--- src/rtl/core/nnfd_pkg.sv ---
// ---------------------------------------------------------------------------
// nnfd_pkg: shared types and constants of the fit downscaler
// Register map, controller states, command and status bundles, side clamp.
// ---------------------------------------------------------------------------
package nnfd_pkg;

   localparam int MAX_SIDE     = 1024;
   localparam int SIDE_W       = 11;
   localparam int COORD_W      = 10;
   localparam int PIXEL_W      = 32;
   localparam int FRAC_W       = 8;
   localparam int ROUND_HALF   = 128;
   localparam int DIVIDEND_W   = SIDE_W + FRAC_W;
   localparam int DIVISOR_W    = SIDE_W;
   localparam int PRODUCT_W    = SIDE_W + DIVIDEND_W;
   localparam int CSR_DATA_W   = 32;
   localparam int CSR_ADDR_W   = 4;

   localparam logic [SIDE_W-1:0] RESET_SOURCE_WIDTH  = SIDE_W'(1);
   localparam logic [SIDE_W-1:0] RESET_SOURCE_HEIGHT = SIDE_W'(1);
   localparam logic [SIDE_W-1:0] RESET_BOX_WIDTH     = SIDE_W'(96);
   localparam logic [SIDE_W-1:0] RESET_BOX_HEIGHT    = SIDE_W'(96);

   typedef enum logic [1:0] {
      REG_SOURCE_WIDTH,
      REG_SOURCE_HEIGHT,
      REG_BOX_WIDTH,
      REG_BOX_HEIGHT
   } reg_index_type;

   typedef enum logic [3:0] {
      ST_LOAD,
      ST_CHECK,
      ST_FX,
      ST_FX_WAIT,
      ST_FY,
      ST_FY_WAIT,
      ST_MUL_W,
      ST_MUL_H,
      ST_CQ,
      ST_CQ_WAIT,
      ST_RQ,
      ST_RQ_WAIT,
      ST_RUN
   } state_type;

   typedef enum logic [1:0] {
      DIV_FX,
      DIV_FY,
      DIV_CQ,
      DIV_RQ
   } div_sel_type;

   typedef struct packed {
      logic        load;
      logic        div_start;
      logic        div_wait;
      div_sel_type div_sel;
      logic        mul_w;
      logic        mul_h;
      logic        run;
   } cmd_type;

   typedef struct packed {
      logic div_done;
      logic scale;
   } status_type;

   function automatic logic [SIDE_W-1:0] clamp_side(input logic [SIDE_W-1:0] v);
      logic [SIDE_W-1:0] r;
      r = v;
      if (v == '0) begin
         r = SIDE_W'(1);
      end else if (v > SIDE_W'(MAX_SIDE)) begin
         r = SIDE_W'(MAX_SIDE);
      end
      return r;
   endfunction

endpackage

--- src/rtl/core/nnfd_if.sv ---
// ---------------------------------------------------------------------------
// nnfd channel interfaces
// Valid/ready channels for source pixels in and selected pixels out.
// ---------------------------------------------------------------------------
interface nnfd_req_if;
   logic                            valid;
   logic                            ready;
   logic [nnfd_pkg::PIXEL_W-1:0]    pixel_in;

   modport source (output valid, output pixel_in, input ready);
   modport sink   (input valid, input pixel_in, output ready);
endinterface

interface nnfd_rsp_if;
   logic                            valid;
   logic                            ready;
   logic [nnfd_pkg::PIXEL_W-1:0]    pixel_out;
   logic [nnfd_pkg::COORD_W-1:0]    dest_x;
   logic [nnfd_pkg::COORD_W-1:0]    dest_y;
   logic [nnfd_pkg::SIDE_W-1:0]     dest_width;
   logic [nnfd_pkg::SIDE_W-1:0]     dest_height;
   logic                            frame_last;

   modport source (output valid, output pixel_out, output dest_x, output dest_y,
                   output dest_width, output dest_height, output frame_last,
                   input ready);
   modport sink   (input valid, input pixel_out, input dest_x, input dest_y,
                   input dest_width, input dest_height, input frame_last,
                   output ready);
endinterface

--- src/rtl/core/nnfd_div.sv ---
// ---------------------------------------------------------------------------
// nnfd_div: shared restoring divider
// One quotient bit per cycle; done pulses one cycle when the result is ready.
// ---------------------------------------------------------------------------
module nnfd_div (
   input  logic                                clock,
   input  logic                                reset,
   input  logic                                start,
   input  logic [nnfd_pkg::DIVIDEND_W-1:0]     dividend,
   input  logic [nnfd_pkg::DIVISOR_W-1:0]      divisor,
   output logic                                done,
   output logic [nnfd_pkg::DIVIDEND_W-1:0]     quotient,
   output logic [nnfd_pkg::DIVISOR_W-1:0]      remainder
);

   localparam int CNT_W = $clog2(nnfd_pkg::DIVIDEND_W + 1);

   logic                                busy_ff, busy_in;
   logic                                done_ff, done_in;
   logic [CNT_W-1:0]                    count_ff, count_in;
   logic [nnfd_pkg::DIVISOR_W-1:0]      rem_ff, rem_in;
   logic [nnfd_pkg::DIVIDEND_W-1:0]     quo_ff, quo_in;
   logic [nnfd_pkg::DIVISOR_W-1:0]      divisor_ff, divisor_in;
   logic [nnfd_pkg::DIVISOR_W:0]        shifted;
   logic [nnfd_pkg::DIVISOR_W:0]        diff;
   logic                                fits;

   assign shifted = {rem_ff, quo_ff[nnfd_pkg::DIVIDEND_W-1]};
   assign diff    = shifted - {1'b0, divisor_ff};
   assign fits    = shifted >= {1'b0, divisor_ff};

   always_comb begin
      busy_in    = busy_ff;
      done_in    = 1'b0;
      count_in   = count_ff;
      rem_in     = rem_ff;
      quo_in     = quo_ff;
      divisor_in = divisor_ff;
      if (start) begin
         busy_in    = 1'b1;
         count_in   = CNT_W'(nnfd_pkg::DIVIDEND_W);
         rem_in     = '0;
         quo_in     = dividend;
         divisor_in = divisor;
      end else if (busy_ff) begin
         rem_in   = fits ? diff[nnfd_pkg::DIVISOR_W-1:0] : shifted[nnfd_pkg::DIVISOR_W-1:0];
         quo_in   = {quo_ff[nnfd_pkg::DIVIDEND_W-2:0], fits};
         count_in = count_ff - CNT_W'(1);
         if (count_ff == CNT_W'(1)) begin
            busy_in = 1'b0;
            done_in = 1'b1;
         end
      end
   end

   always_ff @(posedge clock) begin
      if (reset) begin
         busy_ff  <= 1'b0;
         done_ff  <= 1'b0;
         count_ff <= '0;
      end else begin
         busy_ff  <= busy_in;
         done_ff  <= done_in;
         count_ff <= count_in;
      end
   end

   always_ff @(posedge clock) begin
      rem_ff     <= rem_in;
      quo_ff     <= quo_in;
      divisor_ff <= divisor_in;
   end

   assign done      = done_ff;
   assign quotient  = quo_ff;
   assign remainder = rem_ff;

   a_done_not_busy: assert property (@(posedge clock) disable iff (reset)
      done_ff |-> !busy_ff)
      else $error("divider done while busy");

   a_start_busy: assert property (@(posedge clock) disable iff (reset)
      start |=> busy_ff && !done_ff)
      else $error("divider not busy after start");

   a_count_busy: assert property (@(posedge clock) disable iff (reset)
      busy_ff |-> count_ff != '0)
      else $error("divider busy with zero count");

endmodule

--- src/rtl/core/nnfd_ctrl.sv ---
// ---------------------------------------------------------------------------
// nnfd_ctrl: setup sequencer
// Steps the datapath through the size and step computation, then streams.
// ---------------------------------------------------------------------------
module nnfd_ctrl (
   input  logic                   clock,
   input  logic                   reset,
   input  logic                   cfg_write,
   input  nnfd_pkg::status_type   status,
   output nnfd_pkg::cmd_type      cmd
);

   nnfd_pkg::state_type state_ff, state_in;

   always_comb begin
      state_in = state_ff;
      if (cfg_write) begin
         state_in = nnfd_pkg::ST_LOAD;
      end else begin
         unique case (state_ff)
            nnfd_pkg::ST_LOAD:    state_in = nnfd_pkg::ST_CHECK;
            nnfd_pkg::ST_CHECK:   state_in = status.scale ? nnfd_pkg::ST_FX : nnfd_pkg::ST_CQ;
            nnfd_pkg::ST_FX:      state_in = nnfd_pkg::ST_FX_WAIT;
            nnfd_pkg::ST_FX_WAIT: if (status.div_done) begin
               state_in = nnfd_pkg::ST_FY;
            end
            nnfd_pkg::ST_FY:      state_in = nnfd_pkg::ST_FY_WAIT;
            nnfd_pkg::ST_FY_WAIT: if (status.div_done) begin
               state_in = nnfd_pkg::ST_MUL_W;
            end
            nnfd_pkg::ST_MUL_W:   state_in = nnfd_pkg::ST_MUL_H;
            nnfd_pkg::ST_MUL_H:   state_in = nnfd_pkg::ST_CQ;
            nnfd_pkg::ST_CQ:      state_in = nnfd_pkg::ST_CQ_WAIT;
            nnfd_pkg::ST_CQ_WAIT: if (status.div_done) begin
               state_in = nnfd_pkg::ST_RQ;
            end
            nnfd_pkg::ST_RQ:      state_in = nnfd_pkg::ST_RQ_WAIT;
            nnfd_pkg::ST_RQ_WAIT: if (status.div_done) begin
               state_in = nnfd_pkg::ST_RUN;
            end
            nnfd_pkg::ST_RUN:     state_in = nnfd_pkg::ST_RUN;
            default:              state_in = nnfd_pkg::ST_LOAD;
         endcase
      end
   end

   always_comb begin
      cmd = '0;
      unique case (state_ff)
         nnfd_pkg::ST_LOAD:    cmd.load = 1'b1;
         nnfd_pkg::ST_CHECK:   cmd = '0;
         nnfd_pkg::ST_FX: begin
            cmd.div_start = 1'b1;
            cmd.div_sel   = nnfd_pkg::DIV_FX;
         end
         nnfd_pkg::ST_FX_WAIT: begin
            cmd.div_wait = 1'b1;
            cmd.div_sel  = nnfd_pkg::DIV_FX;
         end
         nnfd_pkg::ST_FY: begin
            cmd.div_start = 1'b1;
            cmd.div_sel   = nnfd_pkg::DIV_FY;
         end
         nnfd_pkg::ST_FY_WAIT: begin
            cmd.div_wait = 1'b1;
            cmd.div_sel  = nnfd_pkg::DIV_FY;
         end
         nnfd_pkg::ST_MUL_W:   cmd.mul_w = 1'b1;
         nnfd_pkg::ST_MUL_H:   cmd.mul_h = 1'b1;
         nnfd_pkg::ST_CQ: begin
            cmd.div_start = 1'b1;
            cmd.div_sel   = nnfd_pkg::DIV_CQ;
         end
         nnfd_pkg::ST_CQ_WAIT: begin
            cmd.div_wait = 1'b1;
            cmd.div_sel  = nnfd_pkg::DIV_CQ;
         end
         nnfd_pkg::ST_RQ: begin
            cmd.div_start = 1'b1;
            cmd.div_sel   = nnfd_pkg::DIV_RQ;
         end
         nnfd_pkg::ST_RQ_WAIT: begin
            cmd.div_wait = 1'b1;
            cmd.div_sel  = nnfd_pkg::DIV_RQ;
         end
         nnfd_pkg::ST_RUN:     cmd.run = 1'b1;
         default:              cmd = '0;
      endcase
   end

   always_ff @(posedge clock) begin
      if (reset) begin
         state_ff <= nnfd_pkg::ST_LOAD;
      end else begin
         state_ff <= state_in;
      end
   end

   a_write_restarts: assert property (@(posedge clock) disable iff (reset)
      cfg_write |=> state_ff == nnfd_pkg::ST_LOAD)
      else $error("configuration write did not restart setup");

   a_wait_holds: assert property (@(posedge clock) disable iff (reset)
      (state_ff == nnfd_pkg::ST_CQ_WAIT && !status.div_done && !cfg_write)
      |=> state_ff == nnfd_pkg::ST_CQ_WAIT)
      else $error("left divider wait early");

   a_one_command: assert property (@(posedge clock) disable iff (reset)
      $onehot0({cmd.load, cmd.div_start, cmd.div_wait, cmd.mul_w, cmd.mul_h, cmd.run}))
      else $error("conflicting datapath commands");

endmodule

--- src/rtl/core/nnfd_datapath.sv ---
// ---------------------------------------------------------------------------
// nnfd_datapath: registers, size math and pixel selection
// Holds the configuration, derives the destination size and step constants,
// and walks the source raster to pick destination pixels.
// ---------------------------------------------------------------------------
module nnfd_datapath (
   input  logic                                clock,
   input  logic                                reset,
   input  nnfd_pkg::cmd_type                   cmd,
   output nnfd_pkg::status_type                status,
   input  logic                                cfg_write,
   input  nnfd_pkg::reg_index_type             cfg_index,
   input  logic [nnfd_pkg::SIDE_W-1:0]         cfg_wdata,
   output logic [nnfd_pkg::SIDE_W-1:0]         cfg_rdata,
   nnfd_req_if.sink                            req_chan,
   nnfd_rsp_if.source                          rsp_chan
);

   localparam int SW = nnfd_pkg::SIDE_W;
   localparam int CW = nnfd_pkg::COORD_W;

   logic [SW-1:0] src_w_ff, src_h_ff, box_w_ff, box_h_ff;
   logic [SW-1:0] sw_ff, sh_ff, bw_ff, bh_ff;
   logic [SW-1:0] dw_ff, dh_ff;
   logic [nnfd_pkg::DIVIDEND_W-1:0] fx_ff, f_ff;
   logic [SW-1:0] col_quot_ff, col_rest_ff, row_quot_ff, row_rest_ff;

   logic [SW-1:0] src_col_ff, src_col_in, src_row_ff, src_row_in;
   logic [SW-1:0] dst_col_ff, dst_col_in, dst_row_ff, dst_row_in;
   logic [SW-1:0] npc_ff, npc_in, npr_ff, npr_in;
   logic [SW-1:0] col_rem_ff, col_rem_in, row_rem_ff, row_rem_in;
   logic          rsp_valid_ff, rsp_valid_in;

   logic [nnfd_pkg::PIXEL_W-1:0] pixel_ff;
   logic [CW-1:0]                dest_x_ff, dest_y_ff;
   logic                         last_ff;

   logic                                div_done;
   logic [nnfd_pkg::DIVIDEND_W-1:0]     div_quot;
   logic [nnfd_pkg::DIVISOR_W-1:0]      div_rem;
   logic [nnfd_pkg::DIVIDEND_W-1:0]     div_a;
   logic [nnfd_pkg::DIVISOR_W-1:0]      div_b;

   logic [SW-1:0]                       mul_side;
   logic [nnfd_pkg::PRODUCT_W-1:0]      product;
   logic [SW-1:0]                       scaled;

   logic          req_fire, row_sel, col_sel, pick, row_end, frame_end, last_pick;
   logic [SW:0]   col_sum, row_sum;
   logic          col_carry, row_carry;
   logic [SW-1:0] col_rem_next, row_rem_next;

   // configuration readback
   always_comb begin
      unique case (cfg_index)
         nnfd_pkg::REG_SOURCE_WIDTH:  cfg_rdata = src_w_ff;
         nnfd_pkg::REG_SOURCE_HEIGHT: cfg_rdata = src_h_ff;
         nnfd_pkg::REG_BOX_WIDTH:     cfg_rdata = box_w_ff;
         nnfd_pkg::REG_BOX_HEIGHT:    cfg_rdata = box_h_ff;
         default:                     cfg_rdata = '0;
      endcase
   end

   assign status.scale    = (sw_ff > bw_ff) || (sh_ff > bh_ff);
   assign status.div_done = div_done;

   // divider operands
   always_comb begin
      case (cmd.div_sel)
         nnfd_pkg::DIV_FX: begin
            div_a = {bw_ff, nnfd_pkg::FRAC_W'(0)};
            div_b = sw_ff;
         end
         nnfd_pkg::DIV_FY: begin
            div_a = {bh_ff, nnfd_pkg::FRAC_W'(0)};
            div_b = sh_ff;
         end
         nnfd_pkg::DIV_CQ: begin
            div_a = nnfd_pkg::DIVIDEND_W'(sw_ff);
            div_b = dw_ff;
         end
         default: begin
            div_a = nnfd_pkg::DIVIDEND_W'(sh_ff);
            div_b = dh_ff;
         end
      endcase
   end

   nnfd_div u_div (
      .clock     (clock),
      .reset     (reset),
      .start     (cmd.div_start),
      .dividend  (div_a),
      .divisor   (div_b),
      .done      (div_done),
      .quotient  (div_quot),
      .remainder (div_rem)
   );

   // rounded scaled side, at least one
   assign mul_side = cmd.mul_w ? sw_ff : sh_ff;
   assign product  = nnfd_pkg::PRODUCT_W'(mul_side) * nnfd_pkg::PRODUCT_W'(f_ff)
                   + nnfd_pkg::PRODUCT_W'(nnfd_pkg::ROUND_HALF);
   assign scaled   = (product[nnfd_pkg::FRAC_W +: SW] == '0) ? SW'(1)
                   : product[nnfd_pkg::FRAC_W +: SW];

   // raster walk
   assign req_chan.ready = cmd.run && (!rsp_valid_ff || rsp_chan.ready);
   assign req_fire       = req_chan.valid && req_chan.ready;
   assign row_sel        = (dst_row_ff < dh_ff) && (src_row_ff == npr_ff);
   assign col_sel        = (dst_col_ff < dw_ff) && (src_col_ff == npc_ff);
   assign pick           = row_sel && col_sel;
   assign row_end        = SW'(src_col_ff + SW'(1)) == sw_ff;
   assign frame_end      = SW'(src_row_ff + SW'(1)) == sh_ff;
   assign last_pick      = (SW'(dst_col_ff + SW'(1)) == dw_ff)
                        && (SW'(dst_row_ff + SW'(1)) == dh_ff);

   assign col_sum      = {1'b0, col_rem_ff} + {1'b0, col_rest_ff};
   assign col_carry    = col_sum >= {1'b0, dw_ff};
   assign col_rem_next = col_carry ? SW'(col_sum - {1'b0, dw_ff}) : col_sum[SW-1:0];
   assign row_sum      = {1'b0, row_rem_ff} + {1'b0, row_rest_ff};
   assign row_carry    = row_sum >= {1'b0, dh_ff};
   assign row_rem_next = row_carry ? SW'(row_sum - {1'b0, dh_ff}) : row_sum[SW-1:0];

   always_comb begin
      src_col_in   = src_col_ff;
      src_row_in   = src_row_ff;
      dst_col_in   = dst_col_ff;
      dst_row_in   = dst_row_ff;
      npc_in       = npc_ff;
      npr_in       = npr_ff;
      col_rem_in   = col_rem_ff;
      row_rem_in   = row_rem_ff;
      rsp_valid_in = rsp_valid_ff && !rsp_chan.ready;
      if (cmd.load) begin
         src_col_in = '0;
         src_row_in = '0;
         dst_col_in = '0;
         dst_row_in = '0;
         npc_in     = '0;
         npr_in     = '0;
         col_rem_in = '0;
         row_rem_in = '0;
      end else if (req_fire) begin
         if (pick) begin
            rsp_valid_in = 1'b1;
            dst_col_in   = SW'(dst_col_ff + SW'(1));
            npc_in       = SW'(npc_ff + col_quot_ff + SW'(col_carry));
            col_rem_in   = col_rem_next;
         end
         if (row_end) begin
            src_col_in = '0;
            dst_col_in = '0;
            npc_in     = '0;
            col_rem_in = '0;
            src_row_in = SW'(src_row_ff + SW'(1));
            if (row_sel) begin
               dst_row_in = SW'(dst_row_ff + SW'(1));
               npr_in     = SW'(npr_ff + row_quot_ff + SW'(row_carry));
               row_rem_in = row_rem_next;
            end
            if (frame_end) begin
               src_row_in = '0;
               dst_row_in = '0;
               npr_in     = '0;
               row_rem_in = '0;
            end
         end else begin
            src_col_in = SW'(src_col_ff + SW'(1));
         end
      end
   end

   always_ff @(posedge clock) begin
      if (reset) begin
         src_w_ff     <= nnfd_pkg::RESET_SOURCE_WIDTH;
         src_h_ff     <= nnfd_pkg::RESET_SOURCE_HEIGHT;
         box_w_ff     <= nnfd_pkg::RESET_BOX_WIDTH;
         box_h_ff     <= nnfd_pkg::RESET_BOX_HEIGHT;
         dw_ff        <= SW'(1);
         dh_ff        <= SW'(1);
         src_col_ff   <= '0;
         src_row_ff   <= '0;
         dst_col_ff   <= '0;
         dst_row_ff   <= '0;
         npc_ff       <= '0;
         npr_ff       <= '0;
         col_rem_ff   <= '0;
         row_rem_ff   <= '0;
         rsp_valid_ff <= 1'b0;
      end else begin
         if (cfg_write) begin
            unique case (cfg_index)
               nnfd_pkg::REG_SOURCE_WIDTH:  src_w_ff <= cfg_wdata;
               nnfd_pkg::REG_SOURCE_HEIGHT: src_h_ff <= cfg_wdata;
               nnfd_pkg::REG_BOX_WIDTH:     box_w_ff <= cfg_wdata;
               nnfd_pkg::REG_BOX_HEIGHT:    box_h_ff <= cfg_wdata;
               default:                     src_w_ff <= src_w_ff;
            endcase
         end
         if (cmd.load) begin
            dw_ff <= nnfd_pkg::clamp_side(src_w_ff);
            dh_ff <= nnfd_pkg::clamp_side(src_h_ff);
         end else if (cmd.mul_w) begin
            dw_ff <= scaled;
         end else if (cmd.mul_h) begin
            dh_ff <= scaled;
         end
         src_col_ff   <= src_col_in;
         src_row_ff   <= src_row_in;
         dst_col_ff   <= dst_col_in;
         dst_row_ff   <= dst_row_in;
         npc_ff       <= npc_in;
         npr_ff       <= npr_in;
         col_rem_ff   <= col_rem_in;
         row_rem_ff   <= row_rem_in;
         rsp_valid_ff <= rsp_valid_in;
      end
   end

   // clamped sides, per-frame constants and result payload
   always_ff @(posedge clock) begin
      if (cmd.load) begin
         sw_ff <= nnfd_pkg::clamp_side(src_w_ff);
         sh_ff <= nnfd_pkg::clamp_side(src_h_ff);
         bw_ff <= nnfd_pkg::clamp_side(box_w_ff);
         bh_ff <= nnfd_pkg::clamp_side(box_h_ff);
      end
      if (cmd.div_wait && div_done) begin
         case (cmd.div_sel)
            nnfd_pkg::DIV_FX: fx_ff <= div_quot;
            nnfd_pkg::DIV_FY: f_ff  <= (fx_ff < div_quot) ? fx_ff : div_quot;
            nnfd_pkg::DIV_CQ: begin
               col_quot_ff <= div_quot[SW-1:0];
               col_rest_ff <= div_rem;
            end
            default: begin
               row_quot_ff <= div_quot[SW-1:0];
               row_rest_ff <= div_rem;
            end
         endcase
      end
      if (req_fire && pick) begin
         pixel_ff  <= req_chan.pixel_in;
         dest_x_ff <= dst_col_ff[CW-1:0];
         dest_y_ff <= dst_row_ff[CW-1:0];
         last_ff   <= last_pick;
      end
   end

   assign rsp_chan.valid       = rsp_valid_ff;
   assign rsp_chan.pixel_out   = pixel_ff;
   assign rsp_chan.dest_x      = dest_x_ff;
   assign rsp_chan.dest_y      = dest_y_ff;
   assign rsp_chan.dest_width  = dw_ff;
   assign rsp_chan.dest_height = dh_ff;
   assign rsp_chan.frame_last  = last_ff;

   a_accept_in_run: assert property (@(posedge clock) disable iff (reset)
      req_fire |-> cmd.run)
      else $error("item accepted outside streaming");

   a_dest_in_range: assert property (@(posedge clock) disable iff (reset)
      rsp_valid_ff |-> ({1'b0, dest_x_ff} < dw_ff) && ({1'b0, dest_y_ff} < dh_ff))
      else $error("destination coordinate out of range");

   a_load_restarts: assert property (@(posedge clock) disable iff (reset)
      cmd.load |=> (src_col_ff == '0) && (src_row_ff == '0) && (dst_row_ff == '0))
      else $error("frame counters not cleared on load");

   a_last_corner: assert property (@(posedge clock) disable iff (reset)
      (rsp_valid_ff && last_ff) |-> (SW'({1'b0, dest_x_ff} + SW'(1)) == dw_ff))
      else $error("frame end mark off the last column");

endmodule

--- src/rtl/core/nearest_neighbor_fit_downscaler.sv ---
// ---------------------------------------------------------------------------
// nearest_neighbor_fit_downscaler: fit-to-box nearest-neighbor pixel picker
// Scales a row-major ARGB source stream down to fit a box, forwarding only
// the picked source pixels tagged with destination coordinates.
//
//   channel   dir  handshake             payload
//   req_chan  in   valid/ready           pixel_in
//   rsp_chan  out  valid/ready           pixel_out, dest_x/y, dest_width/height,
//                                        frame_last
//   csr_*     in   APB write, pready=1   source/box width and height
//
// Streaming: one source item per cycle, results go through one output register.
// Setup after reset or any register write runs on the shared one-bit-per-cycle
// divider: two divisions without scaling, four with scaling plus the width and
// height multiply steps; req_chan.ready stays low meanwhile.
// A stalled result holds req_chan.ready low until it is taken.
// Reset is synchronous, clears the frame counters and sets the registers to their reset values.
// ---------------------------------------------------------------------------
module nearest_neighbor_fit_downscaler (
   input  logic                                clock,
   input  logic                                reset,
   nnfd_req_if.sink                            req_chan,
   nnfd_rsp_if.source                          rsp_chan,
   input  logic                                csr_psel,
   input  logic                                csr_penable,
   input  logic                                csr_pwrite,
   input  logic [nnfd_pkg::CSR_ADDR_W-1:0]     csr_paddr,
   input  logic [nnfd_pkg::CSR_DATA_W-1:0]     csr_pwdata,
   output logic [nnfd_pkg::CSR_DATA_W-1:0]     csr_prdata,
   output logic                                csr_pready
);

   nnfd_pkg::cmd_type          cmd;
   nnfd_pkg::status_type       status;
   nnfd_pkg::reg_index_type    cfg_index;
   logic                       cfg_write;
   logic [nnfd_pkg::SIDE_W-1:0] cfg_rdata;

   assign csr_pready = 1'b1;
   assign cfg_write  = csr_psel && csr_penable && csr_pwrite && csr_pready;
   assign cfg_index  = nnfd_pkg::reg_index_type'(csr_paddr[3:2]);
   assign csr_prdata = nnfd_pkg::CSR_DATA_W'(cfg_rdata);

   nnfd_ctrl u_ctrl (
      .clock     (clock),
      .reset     (reset),
      .cfg_write (cfg_write),
      .status    (status),
      .cmd       (cmd)
   );

   nnfd_datapath u_datapath (
      .clock     (clock),
      .reset     (reset),
      .cmd       (cmd),
      .status    (status),
      .cfg_write (cfg_write),
      .cfg_index (cfg_index),
      .cfg_wdata (csr_pwdata[nnfd_pkg::SIDE_W-1:0]),
      .cfg_rdata (cfg_rdata),
      .req_chan  (req_chan),
      .rsp_chan  (rsp_chan)
   );

endmodule
--- src/flat_wrapper.sv ---
// flat-port wrapper written by rule: the top's interface ports become plain ports
module nearest_neighbor_fit_downscaler_flat 
  (clock, reset, csr_psel, csr_penable, csr_pwrite, csr_paddr, csr_pwdata, csr_prdata, csr_pready, req_chan_valid, req_chan_pixel_in, req_chan_ready, rsp_chan_valid, rsp_chan_pixel_out, rsp_chan_dest_x, rsp_chan_dest_y, rsp_chan_dest_width, rsp_chan_dest_height, rsp_chan_frame_last, rsp_chan_ready);
  nnfd_req_if req_chan_i ();
  nnfd_rsp_if rsp_chan_i ();
  input  logic clock;
  input  logic reset;
  input  logic csr_psel;
  input  logic csr_penable;
  input  logic csr_pwrite;
  input  logic [nnfd_pkg::CSR_ADDR_W-1:0] csr_paddr;
  input  logic [nnfd_pkg::CSR_DATA_W-1:0] csr_pwdata;
  output logic [nnfd_pkg::CSR_DATA_W-1:0] csr_prdata;
  output logic csr_pready;
  input wire logic [$bits(req_chan_i.valid)-1:0] req_chan_valid;
  input wire logic [$bits(req_chan_i.pixel_in)-1:0] req_chan_pixel_in;
  output wire logic [$bits(req_chan_i.ready)-1:0] req_chan_ready;
  output wire logic [$bits(rsp_chan_i.valid)-1:0] rsp_chan_valid;
  output wire logic [$bits(rsp_chan_i.pixel_out)-1:0] rsp_chan_pixel_out;
  output wire logic [$bits(rsp_chan_i.dest_x)-1:0] rsp_chan_dest_x;
  output wire logic [$bits(rsp_chan_i.dest_y)-1:0] rsp_chan_dest_y;
  output wire logic [$bits(rsp_chan_i.dest_width)-1:0] rsp_chan_dest_width;
  output wire logic [$bits(rsp_chan_i.dest_height)-1:0] rsp_chan_dest_height;
  output wire logic [$bits(rsp_chan_i.frame_last)-1:0] rsp_chan_frame_last;
  input wire logic [$bits(rsp_chan_i.ready)-1:0] rsp_chan_ready;
  assign req_chan_i.valid = req_chan_valid;
  assign req_chan_i.pixel_in = req_chan_pixel_in;
  assign req_chan_ready = req_chan_i.ready;
  assign rsp_chan_valid = rsp_chan_i.valid;
  assign rsp_chan_pixel_out = rsp_chan_i.pixel_out;
  assign rsp_chan_dest_x = rsp_chan_i.dest_x;
  assign rsp_chan_dest_y = rsp_chan_i.dest_y;
  assign rsp_chan_dest_width = rsp_chan_i.dest_width;
  assign rsp_chan_dest_height = rsp_chan_i.dest_height;
  assign rsp_chan_frame_last = rsp_chan_i.frame_last;
  assign rsp_chan_i.ready = rsp_chan_ready;
  nearest_neighbor_fit_downscaler u_core (.clock(clock), .reset(reset), .req_chan(req_chan_i), .rsp_chan(rsp_chan_i), .csr_psel(csr_psel), .csr_penable(csr_penable), .csr_pwrite(csr_pwrite), .csr_paddr(csr_paddr), .csr_pwdata(csr_pwdata), .csr_prdata(csr_prdata), .csr_pready(csr_pready));
endmodule
--- config.mk ---
export PLATFORM = sky130hd
export DESIGN_NAME = nearest_neighbor_fit_downscaler_flat
export DESIGN_NICKNAME = d
export VERILOG_FILES = /design/src/rtl/core/nnfd_pkg.sv /design/src/rtl/core/nnfd_if.sv /design/src/rtl/core/nnfd_div.sv /design/src/rtl/core/nnfd_ctrl.sv /design/src/rtl/core/nnfd_datapath.sv /design/src/rtl/core/nearest_neighbor_fit_downscaler.sv /design/src/flat_wrapper.sv
export SDC_FILE = /design/constraint.sdc
export NUM_CORES = 1
export LEC_CHECK = 0
export BUFFER_PORTS_ARGS = -buffer_cell sky130_fd_sc_hd__buf_2
export CAP_MARGIN = 10
export CORE_UTILIZATION = 30
export CTS_CLUSTER_DIAMETER = 120
export DETAILED_ROUTE_END_ITERATION = 8
export PLACE_DENSITY = 0.44
export SYNTH_ARGS = -nofsm -noshare
export SYNTH_HDL_FRONTEND = slang
export SYNTH_SLANG_ARGS = --single-unit
--- constraint.sdc ---
create_clock -name clock -period 8.3 [get_ports clock]
set_clock_uncertainty 0.2 [all_clocks]
set_input_delay 0.415 -clock clock [delete_from_list [all_inputs] [get_ports clock]]
set_output_delay 0.415 -clock clock [all_outputs]
set_load 0.02 [all_outputs]
==> summary.txt, run 1 <==
Place
  – # port buffers: between 100 and 150
  – Dpl hpwl: approximately 64 mm
  – GP Congestion: around 0.86
  – Setup slack at placement: 0.616 ns

Worst hold path
  – Hold Crit Class: primary input to flip-flop

STA
  – Final min period: approximately 7.7 ns
  – Max Clk Rate: between 0.1 and 0.15 GHz
  – Rel. slew slack: 20.2%
  – Setup violators final: 0
  – Final worst setup slack: between 0.6 and 0.7 ns
  – RSZ-0062 raised after global routing: false
  – Least-Margin Pin Slew: around 1.2 ns
  – Setup TNS: 0 ns
  – Final Cycle Share: between 90% and 100%
  – Hold Vio Cnt, Final: 0
  – Slew Limit Fails: 0

Synth
  – Ys flop type: edfxtp_1
  – Post-synth cell types: 89
  – Post-synth top cells: inv_1, nand2_1, edfxtp_1
  – Top cells by area, synth: edfxtp_1, dfxtp_1, ha_1, fa_1, inv_1
  – Mapped Cells: about 2700
  – Synth Area in Simple Gates: about 16%
  – Syn avg cell area: ~9.7 um2
  – XOR/XNOR Fraction of Synth Area: 5.20%
  – Largest family of logic cells by synthesized area: adder cells
  – Post-synth ARST share: 0%
  – Post-synth top area share: between 20% and 30%
  – Count leader, synth: inv_1
  – Synth warnings: 0
  – Post-synthesis compound-gate area fraction: around an eighth
  – EDFF count, synth: ~210
  – Number of synthesized register bits: between 300 and 400
  – Register area share after synthesis: between 30 and 40%
  – Post-synthesis mux area share: ~5%
  – Yosys top cell by area: edfxtp_1
  – Netlist Area Pre-Place: 26400 um2
  – Adder-cell share of the synthesized area: 17.3%

Worst setup path
  – Reg2reg setup slack: 0.63 ns
  – Crit end category: flip-flop
  – Critical Path Source Type: flip-flop
  – CP arrival: 7.93 ns
  – Worst-path maximum fanout: 17
  – Data required time of the worst path: ~8.6 ns
  – Setup CP Type: flip-flop to flip-flop

Detailed routing
  – DRT antenna net count: 0
  – DRT iter0 DRCs: about 1400
  – Routed len/inst: 21.0 um
  – Detailed Route WL: between 80 and 90 mm
  – Vias per Instance: just over 5
  – Routed vias: a little over 20000
  – TritonRoute pass-1 iters: 5
  – DRC errors left: 0

Floorplan
  – CORE AREA: 86900 um2
  – Die Ht: about 300 um
  – Die Area: ~89000 um2
  – Starting Density: between 30% and 40%
  – Die width: approximately 300 um
  – IO Pins: 185
  – Site Rows: about 110

Global route
  – Vias in the first global route: around 21000
  – Antenna violations before repair: 3
  – Largest net degree at the start of global routing: between 60 and 70
  – GRT overflow: 0
  – First-pass GRT wire length: approximately 130 mm
  – All-Layer GR Usage: a little under a fifth

Clock network
  – CTS tree: done
  – Clock sink count: roughly 390
  – Longest Clk Path Bufs: 3
  – TritonCTS Buffers: 44
  – CTS hold repair buffers: 43
  – Clk_lat worst skew: 0.61 ns
  – Clk root buf: clkbuf_16
  – H-tree levels: 2
  – Clock transition at the registers of the reported paths: approximately 0.070 ns
  – Post-cts sizing count: 0
  – Post-CTS Setup Bufs: 0

Layout
  – Share of cells above drive strength 1: 11.1%
  – Area Growth Syn to Fin: 15.2%
  – Antenna Diode Count: 0
  – Final net count: 3258

Outcome
  – Status: finished, final reports clean

Job
  – Max-Cap Viols: 0
critical path: stages, from the launching register on:
cell	delay, ns
dfxtp_1	0.31
and4bb_1	0.60
buf_4	0.32
mux2_2	0.55
nand2_1	0.16
fa_1	0.45
fa_1	0.52
inv_1	0.05
fa_1	0.50
fa_1	0.56
inv_1	0.06
fa_1	0.53
inv_1	0.04
ha_1	0.39
and3_1	0.24
a21boi_1	0.13
a41o_1	0.26
o41ai_1	0.49
o21bai_1	0.16
a21oi_1	0.27
xor2_2	0.36
o221a_1	0.26
o221ai_1	0.11
flip-flops by register name (all words and copies together), names as in the netlist, 19 cells and up:
signal,cells
u_core.u_datapath.fx_ff,19
u_core.u_datapath.rsp_chan.pixel_out,32
u_core.u_datapath.f_ff,19
u_core.u_datapath.u_div.quotient,19
logic make-up after synthesis:
kind of cell,count (synthesis)
simple gates,830
buf+inv,413
xor+xnor,151
compound gates,531
other cells,2
flops,386
fa+ha+maj,298
mux,110
placed cells by master (no fill, tap or decap), types with 84 or more instances in the layout:
cell,synthesis,routed
dfxtp_1,177,176
nor2b_1,98,98
buf_2,19,139
o21ai_0,84,84
nor2_1,160,159
edfxtp_1,209,209
inv_1,265,265
nand2_1,218,217
fa_1,110,110
xnor2_1,93,93
a21oi_1,160,159
ha_1,188,188
worst paths after layout:
kind | startpoint | end | cells past startpoint
setup / recovery | u_core.u_ctrl.state_ff[3] | u_core.u_datapath.rsp_chan.dest_height[0] | 22
hold reg to reg | u_core.u_datapath.col_rem_ff[7] | u_core.u_datapath.col_rem_ff[7] | 1
setup reg to reg | u_core.u_ctrl.state_ff[3] | u_core.u_datapath.rsp_chan.dest_height[0] | 22
hold / removal | rsp_chan_ready | u_core.u_datapath.rsp_chan.valid | 4
cell type report:
class	instances	area, um2
Fill cell	8741	56500
Multi-Input combinational cell	1942	15000
Sequential cell	386	9820
Timing Repair Buffer	244	1610
Tap cell	1155	1450
Clock buffer	54	1190
Inverter	267	1000
Clock inverter	28	315
metrics by stage:
step | util [%] | hold slack [ns] | cell area (um2) | cells
after floorplan | - | 0.236 | 26400 | 2741
after global placement | 32.7 | 0.252 | 28400 | 3950
after detailed placement | 32.7 | 0.253 | 28400 | 3951
after CTS | 35.0 | 0.0471 | 30400 | 4076
after global routing | 35.0 | 0.0909 | 30400 | 4076
final | 35.0 | 0.0855 | 30400 | 4076
metal layers:
layer	wire length, um	GRT usage (%)	vias up
met5	0	0	-
met4	2680	6.11	0
met3	4370	2.57	141
met2	38200	30.2	588
met1	40400	26.7	10114
li1	-	-	9846
Power of run 1 is left out: the tool's default activity adds up to more than one toggle a clock period on the data nets, which glitch-free logic cannot reach.
==> inputs of run 2 (changes only) <==
--- a/config.mk
+++ b/config.mk
@@ -7,10 +7,10 @@
 export LEC_CHECK = 0
 export BUFFER_PORTS_ARGS = -buffer_cell sky130_fd_sc_hd__buf_2
 export CAP_MARGIN = 10
-export CORE_UTILIZATION = 30
+export CORE_UTILIZATION = 38
 export CTS_CLUSTER_DIAMETER = 120
 export DETAILED_ROUTE_END_ITERATION = 8
-export PLACE_DENSITY = 0.44
+export PLACE_DENSITY = 0.53
 export SYNTH_ARGS = -nofsm -noshare
 export SYNTH_HDL_FRONTEND = slang
 export SYNTH_SLANG_ARGS = --single-unit
==> run 2 against run 1 <==
  * Die area is 21% lower
  * Via count is 0.50% higher
  * Fmax is 1.3% lower
  * Non-clock buffer count is 13 lower
  * Sequential share of layout area is 0.53 points higher
  * Clock-buffer cell count is 6 higher
  * Routed wire length is 7.0% lower
  * Hold slack worse by 0.049 ns
  * Final cell count is 5.9% lower
  * First-iteration DRC count is 17% higher
  * Global-route usage is 3.5 points higher
==> summary.txt, run 2 (synthesized netlist as in run 1, its figures left out) <==
STA
  – Hold WS: 0.0369 ns (-0.0487 ns)
  – Least-Margin Pin Slew: 1.15 ns (-0.0466 ns)
  – Final min period: 7.77 ns (+0.101 ns)
  – Hold Vio Cnt, Final: 0 (unchanged)
  – Slew Limit Fails: 0 (unchanged)
  – Rel. slew slack: 23.3% (+3.1 points)
  – Max Clk Rate: 0.129 GHz (-1.3%)
  – Setup TNS: 0 ns (unchanged)
  – Final Cycle Share: 93.7% (+1.2 points)
  – RSZ-0062 raised after global routing: false
  – Setup violators final: 0 (unchanged)

Worst setup path
  – Setup CP Type: flip-flop to flip-flop
  – Data required time of the worst path: 8.53 ns (-0.02 ns)
  – Critical Path Source Type: flip-flop
  – Crit end category: flip-flop
  – CP arrival: 8.01 ns (+0.08 ns)
  – Worst-path maximum fanout: 14 (-3)

Layout
  – Max reg flops: 32 (unchanged)
  – Fill cells: 6598 (-25%)
  – Share of cells above drive strength 1: 10.5% (-0.62 points)
  – Most frequent cells in the layout: inv_1, nand2_1, edfxtp_1
  – Final net count: 3243 (-0.46%)
  – Area Growth Syn to Fin: 13.4%
  – Commonest non-fill, non-tap cell in the layout: inv_1

Floorplan
  – Die width: 265 um (-11%)
  – Die Area: 70400 um2 (-21%)
  – Site Rows: 96 (-11%)
  – IO Pins: 185 (unchanged)
  – CORE AREA: 68600 um2 (-21%)
  – Die Ht: 265 um (-11%)
  – Starting Density: 38.4% (+8.1 points)

Detailed routing
  – DRT antenna net count: 0 (unchanged)
  – Detailed Route WL: 79.7 mm (-7.0%)
  – Routed len/inst: 20.8 um (-1.2%)
  – Vias per Instance: 5.42 (+6.8%)
  – DRT iter0 DRCs: 1642 (+17%)
  – DRC errors left: 0 (unchanged)
  – Routed vias: 20792 (+0.50%)
  – TritonRoute pass-1 iters: 7 (+2)

Outcome
  – Status: finished, final reports clean

Clock network
  – Post-cts sizing count: 0 (unchanged)
  – CTS hold repair buffers: 43 (unchanged)
  – Clock transition at the registers of the reported paths: 0.06 ns (about the same)
  – Clk_lat worst skew: 0.59 ns (-0.02 ns)
  – TritonCTS Buffers: 42 (-4.5%)
  – H-tree levels: 2 (unchanged)
  – Post-CTS Setup Bufs: 0 (unchanged)
  – CTS tree: done
  – Longest Clk Path Bufs: 3 (unchanged)
  – Clk root buf: clkbuf_16
  – Clock sink count: 386 (unchanged)

Global route
  – Vias in the first global route: 20463 (-1.6%)
  – GRT overflow: 0 (unchanged)
  – First-pass GRT wire length: 122 mm (-6.0%)
  – Largest net degree at the start of global routing: 69 (unchanged)
  – All-Layer GR Usage: 22.6% (+3.5 points)
  – Antenna violations before repair: 1 (-2)

Job
  – Max-Cap Viols: 0 (unchanged)

Place
  – # port buffers: 139 (unchanged)
  – Dpl hpwl: 59.8 mm (-7.2%)
  – GP Congestion: 0.906 (+5.4%)

Worst hold path
  – Hold Crit Class: primary input to flip-flop
[run 2: cell types whose count changed in the layout (fill, tap and decap cells not counted), moves of 3 or more]
cell      change
clkbuf_1      +5
buf_4        -13
clkinv_1      -3
clkinv_4      -4
[run 2: worst paths after layout]
check | from | endpoint | slack (ns) | cells after the start
worst max-delay path | u_core.u_ctrl.state_ff[0] | u_core.u_datapath.rsp_chan.dest_height[0] | 0.53 | 22
worst min-delay path | rsp_chan_ready | u_core.u_datapath.rsp_chan.valid | 0.04 | 4
worst max register to register | u_core.u_ctrl.state_ff[0] | u_core.u_datapath.rsp_chan.dest_height[0] | 0.53 | 22
worst min register to register | u_core.u_datapath.row_rem_ff[0] | u_core.u_datapath.row_rem_ff[0] | 0.27 | 1
[run 2: layer usage]
metal  track usage, %  wire [um]
met5                0          0
met4             7.44       2390
met3             3.29       5140
met2             36.3      36300
met1             31.0      35900
[run 2: cell type report]
cell class	count	area (um2)	area share, %
inverters	267	1000	3.35
repair buffers	231	1500	5.02
clock inverters	17	189	0.632
diodes	1	2.50	0.00837
flip-flops and latches	386	9820	32.9
clock buffers	60	1210	4.05
well taps	931	1160	3.90
multi-input cells	1942	15000	50.2
[run 2: critical path, cell delays in order, from the launching register on]
cell and delay, ns:
dfxtp_1 0.43, and4bb_1 0.44, buf_4 0.25, mux2i_1 0.47, buf_4 0.25, nor2b_1 0.07
fa_1 0.48, fa_1 0.54, fa_1 0.54, fa_1 0.56, inv_1 0.06, fa_1 0.56
inv_1 0.06, ha_1 0.34, and3_1 0.24, a21boi_1 0.14, a41o_1 0.26, o41ai_1 0.53
o21bai_1 0.17, xor2_1 0.38, nand4b_1 0.28, o221a_1 0.25, o221ai_1 0.12
[run 2: stage by stage]
| step | area, um2 | setup slack, ns | cells | utilization, % |
|---|---|---|---|---|
| final | 29900 | 0.526 | 3835 | 43.6 |
| after floorplan | 26400 | 1.21 | 2741 | - |
| after global routing | 29900 | 0.121 | 3835 | 43.6 |
| after global placement | 28000 | 0.743 | 3713 | 40.9 |
| after CTS | 29900 | 0.574 | 3833 | 43.5 |
| after detailed placement | 28000 | 0.655 | 3713 | 40.9 |
Power of run 2 is left out for the same reason.
==> inputs of run 3 (changes only) <==
--- a/config.mk
+++ b/config.mk
@@ -7,10 +7,12 @@
 export LEC_CHECK = 0
 export BUFFER_PORTS_ARGS = -buffer_cell sky130_fd_sc_hd__buf_2
 export CAP_MARGIN = 10
+export CELL_PAD_IN_SITES_DETAIL_PLACEMENT = 0
+export CELL_PAD_IN_SITES_GLOBAL_PLACEMENT = 1
 export CORE_UTILIZATION = 38
 export CTS_CLUSTER_DIAMETER = 120
 export DETAILED_ROUTE_END_ITERATION = 8
-export PLACE_DENSITY = 0.53
+export PLACE_DENSITY = 0.65
 export SYNTH_ARGS = -nofsm -noshare
 export SYNTH_HDL_FRONTEND = slang
 export SYNTH_SLANG_ARGS = --single-unit
==> run 3 against run 2 <==
  * Critical path depth did not move
  * Design area rose by 0.60%
  * Via count rose by 0.45%
  * Sequential share of layout area fell by 0.20 points
  * Clock-buffer cell count fell by 1
  * Final cell count rose by 0.52%
  * Routed wire length rose by 3.1%
  * Die area did not move
  * Fmax rose by 1.9%
  * Global-route usage rose by 0.80 points
==> summary.txt, run 3 (synthesized netlist as in run 1, its figures left out) <==
Global route
  – First-pass GRT wire length: 126 mm (+3.6%)
  – Vias in the first global route: 20528 (+0.32%)
  – Largest net degree at the start of global routing: 69 (unchanged)
  – GRT overflow: 0 (unchanged)
  – All-Layer GR Usage: 23.3% (+0.80 points)
  – Antenna violations before repair: 0 (-1)

Clock network
  – Post-cts sizing count: 0 (unchanged)
  – Post-CTS Setup Bufs: 0 (unchanged)
  – CTS tree: done
  – TritonCTS Buffers: 47 (+12%)
  – Clk_lat worst skew: 0.60 ns (about the same)
  – Clk root buf: clkbuf_16
  – Clock sink count: 386 (unchanged)
  – CTS hold repair buffers: 44 (+2.3%)
  – Longest Clk Path Bufs: 3 (unchanged)
  – H-tree levels: 2 (unchanged)
  – Clock transition at the registers of the reported paths: 0.06 ns (about the same)

Place
  – Dpl hpwl: 61.4 mm (+2.7%)
  – GP Congestion: 0.895 (-1.2%)
  – # port buffers: 139 (unchanged)

Floorplan
  – Site Rows: 96 (unchanged)
  – Starting Density: 38.4% (unchanged)
  – Die Ht: 265 um (unchanged)
  – Die Area: 70400 um2 (unchanged)
  – IO Pins: 185 (unchanged)
  – Die width: 265 um (unchanged)
  – CORE AREA: 68600 um2 (unchanged)

STA
  – Final Cycle Share: 91.9% (-1.8 points)
  – Setup TNS: 0 ns (unchanged)
  – Final min period: 7.63 ns (-0.146 ns)
  – Setup violators final: 0 (unchanged)
  – RSZ-0062 raised after global routing: false
  – Max Clk Rate: 0.131 GHz (+1.9%)
  – Least-Margin Pin Slew: 1.18 ns (+0.0254 ns)
  – Hold Vio Cnt, Final: 0 (unchanged)
  – Rel. slew slack: 21.6% (-1.7 points)
  – Slew Limit Fails: 0 (unchanged)

Layout
  – Antenna Diode Count: 0 (-1)
  – Most frequent cells in the layout: inv_1, nand2_1, edfxtp_1
  – Commonest non-fill, non-tap cell in the layout: inv_1
  – Area Growth Syn to Fin: 14.1%
  – Final net count: 3259 (+0.49%)
  – Max reg flops: 32 (unchanged)
  – Share of cells above drive strength 1: 11.0% (+0.51 points)
  – Fill cells: 6611 (+0.20%)

Worst setup path
  – Critical Path Source Type: flip-flop
  – CP arrival: 7.87 ns (-0.14 ns)
  – Crit end category: flip-flop
  – Worst-path maximum fanout: 15 (+1)
  – Data required time of the worst path: 8.54 ns (about the same)
  – Setup CP Type: flip-flop to flip-flop

Detailed routing
  – DRC errors left: 0 (unchanged)
  – DRT iter0 DRCs: 1517 (-7.6%)
  – Vias per Instance: 5.42 (about the same)
  – Detailed Route WL: 82.2 mm (+3.1%)
  – Routed vias: 20886 (+0.45%)
  – TritonRoute pass-1 iters: 6 (-1)
  – DRT antenna net count: 0 (unchanged)
  – Routed len/inst: 21.3 um (+2.6%)

Worst hold path
  – Hold Crit Class: primary input to flip-flop

Job
  – Max-Cap Viols: 0 (unchanged)

Outcome
  – Status: finished, final reports clean
[run 3: cell type report]
cell class	instances	area, um2	area share [%]
Clock inverter	28	255	0.849
Tap cell	931	1160	3.87
Clock buffer	59	1260	4.18
Inverter	267	1000	3.33
Sequential cell	386	9820	32.7
Multi-Input combinational cell	1942	15000	49.8
Timing Repair Buffer	242	1580	5.25
[run 3: through the flow]
| step | util (%) | hold slack [ns] | std cells | instance area (um2) | setup slack, ns |
|---|---|---|---|---|---|
| 6_report | 43.8 | 0.143 | 3855 | 30100 | 0.672 |
| 5_1_grt | 43.8 | 0.172 | 3855 | 30100 | 0.277 |
| 3_3_place_gp | 41.0 | 0.250 | 3722 | 28100 | 0.782 |
| 4_1_cts | 43.8 | 0.0857 | 3854 | 30100 | 0.673 |
| 3_5_place_dp | 41.0 | 0.252 | 3723 | 28100 | 0.719 |
| 2_1_floorplan | - | 0.236 | 2741 | 26400 | 1.21 |
[run 3: path summary, 6_finish.rpt]
path                                         from                                   endpoint  slack, ns  depth (start not counted)
setup reg to reg        u_core.u_ctrl.state_ff[3]  u_core.u_datapath.rsp_chan.dest_height[0]       0.67                         22
setup / recovery        u_core.u_ctrl.state_ff[3]  u_core.u_datapath.rsp_chan.dest_height[0]       0.67                         22
hold reg to reg   u_core.u_datapath.col_rem_ff[8]            u_core.u_datapath.col_rem_ff[8]       0.27                          1
hold / removal                        csr_penable              u_core.u_datapath.src_w_ff[2]       0.14                          5
[run 3: critical path, stage by stage (launching register included)]
cell	delay, ns
dfxtp_1	0.31
and4bb_1	0.56
buf_4	0.31
mux2_2	0.53
nand2_1	0.15
fa_1	0.46
fa_1	0.52
inv_1	0.05
fa_1	0.49
fa_1	0.57
inv_1	0.06
fa_1	0.54
inv_1	0.04
ha_1	0.39
and3_1	0.25
a21boi_1	0.14
a41o_1	0.27
o41ai_1	0.49
o21bai_1	0.16
xor2_1	0.40
nand4b_1	0.27
o221a_1	0.22
o221ai_1	0.11
[run 3: routing by layer]
| layer | share of wire [%] | up-vias | GRT usage [%] | routed length [um] |
|---|---|---|---|---|
| met5 | 0 | - | 0 | 0 |
| met4 | 2.2 | 0 | 6.09 | 1820 |
| met3 | 6.2 | 121 | 3.27 | 5070 |
| met2 | 45 | 636 | 37.0 | 37300 |
| met1 | 46 | 10272 | 33.3 | 38000 |
| li1 | - | 9857 | - | - |
Power of run 3 is left out for the same reason.
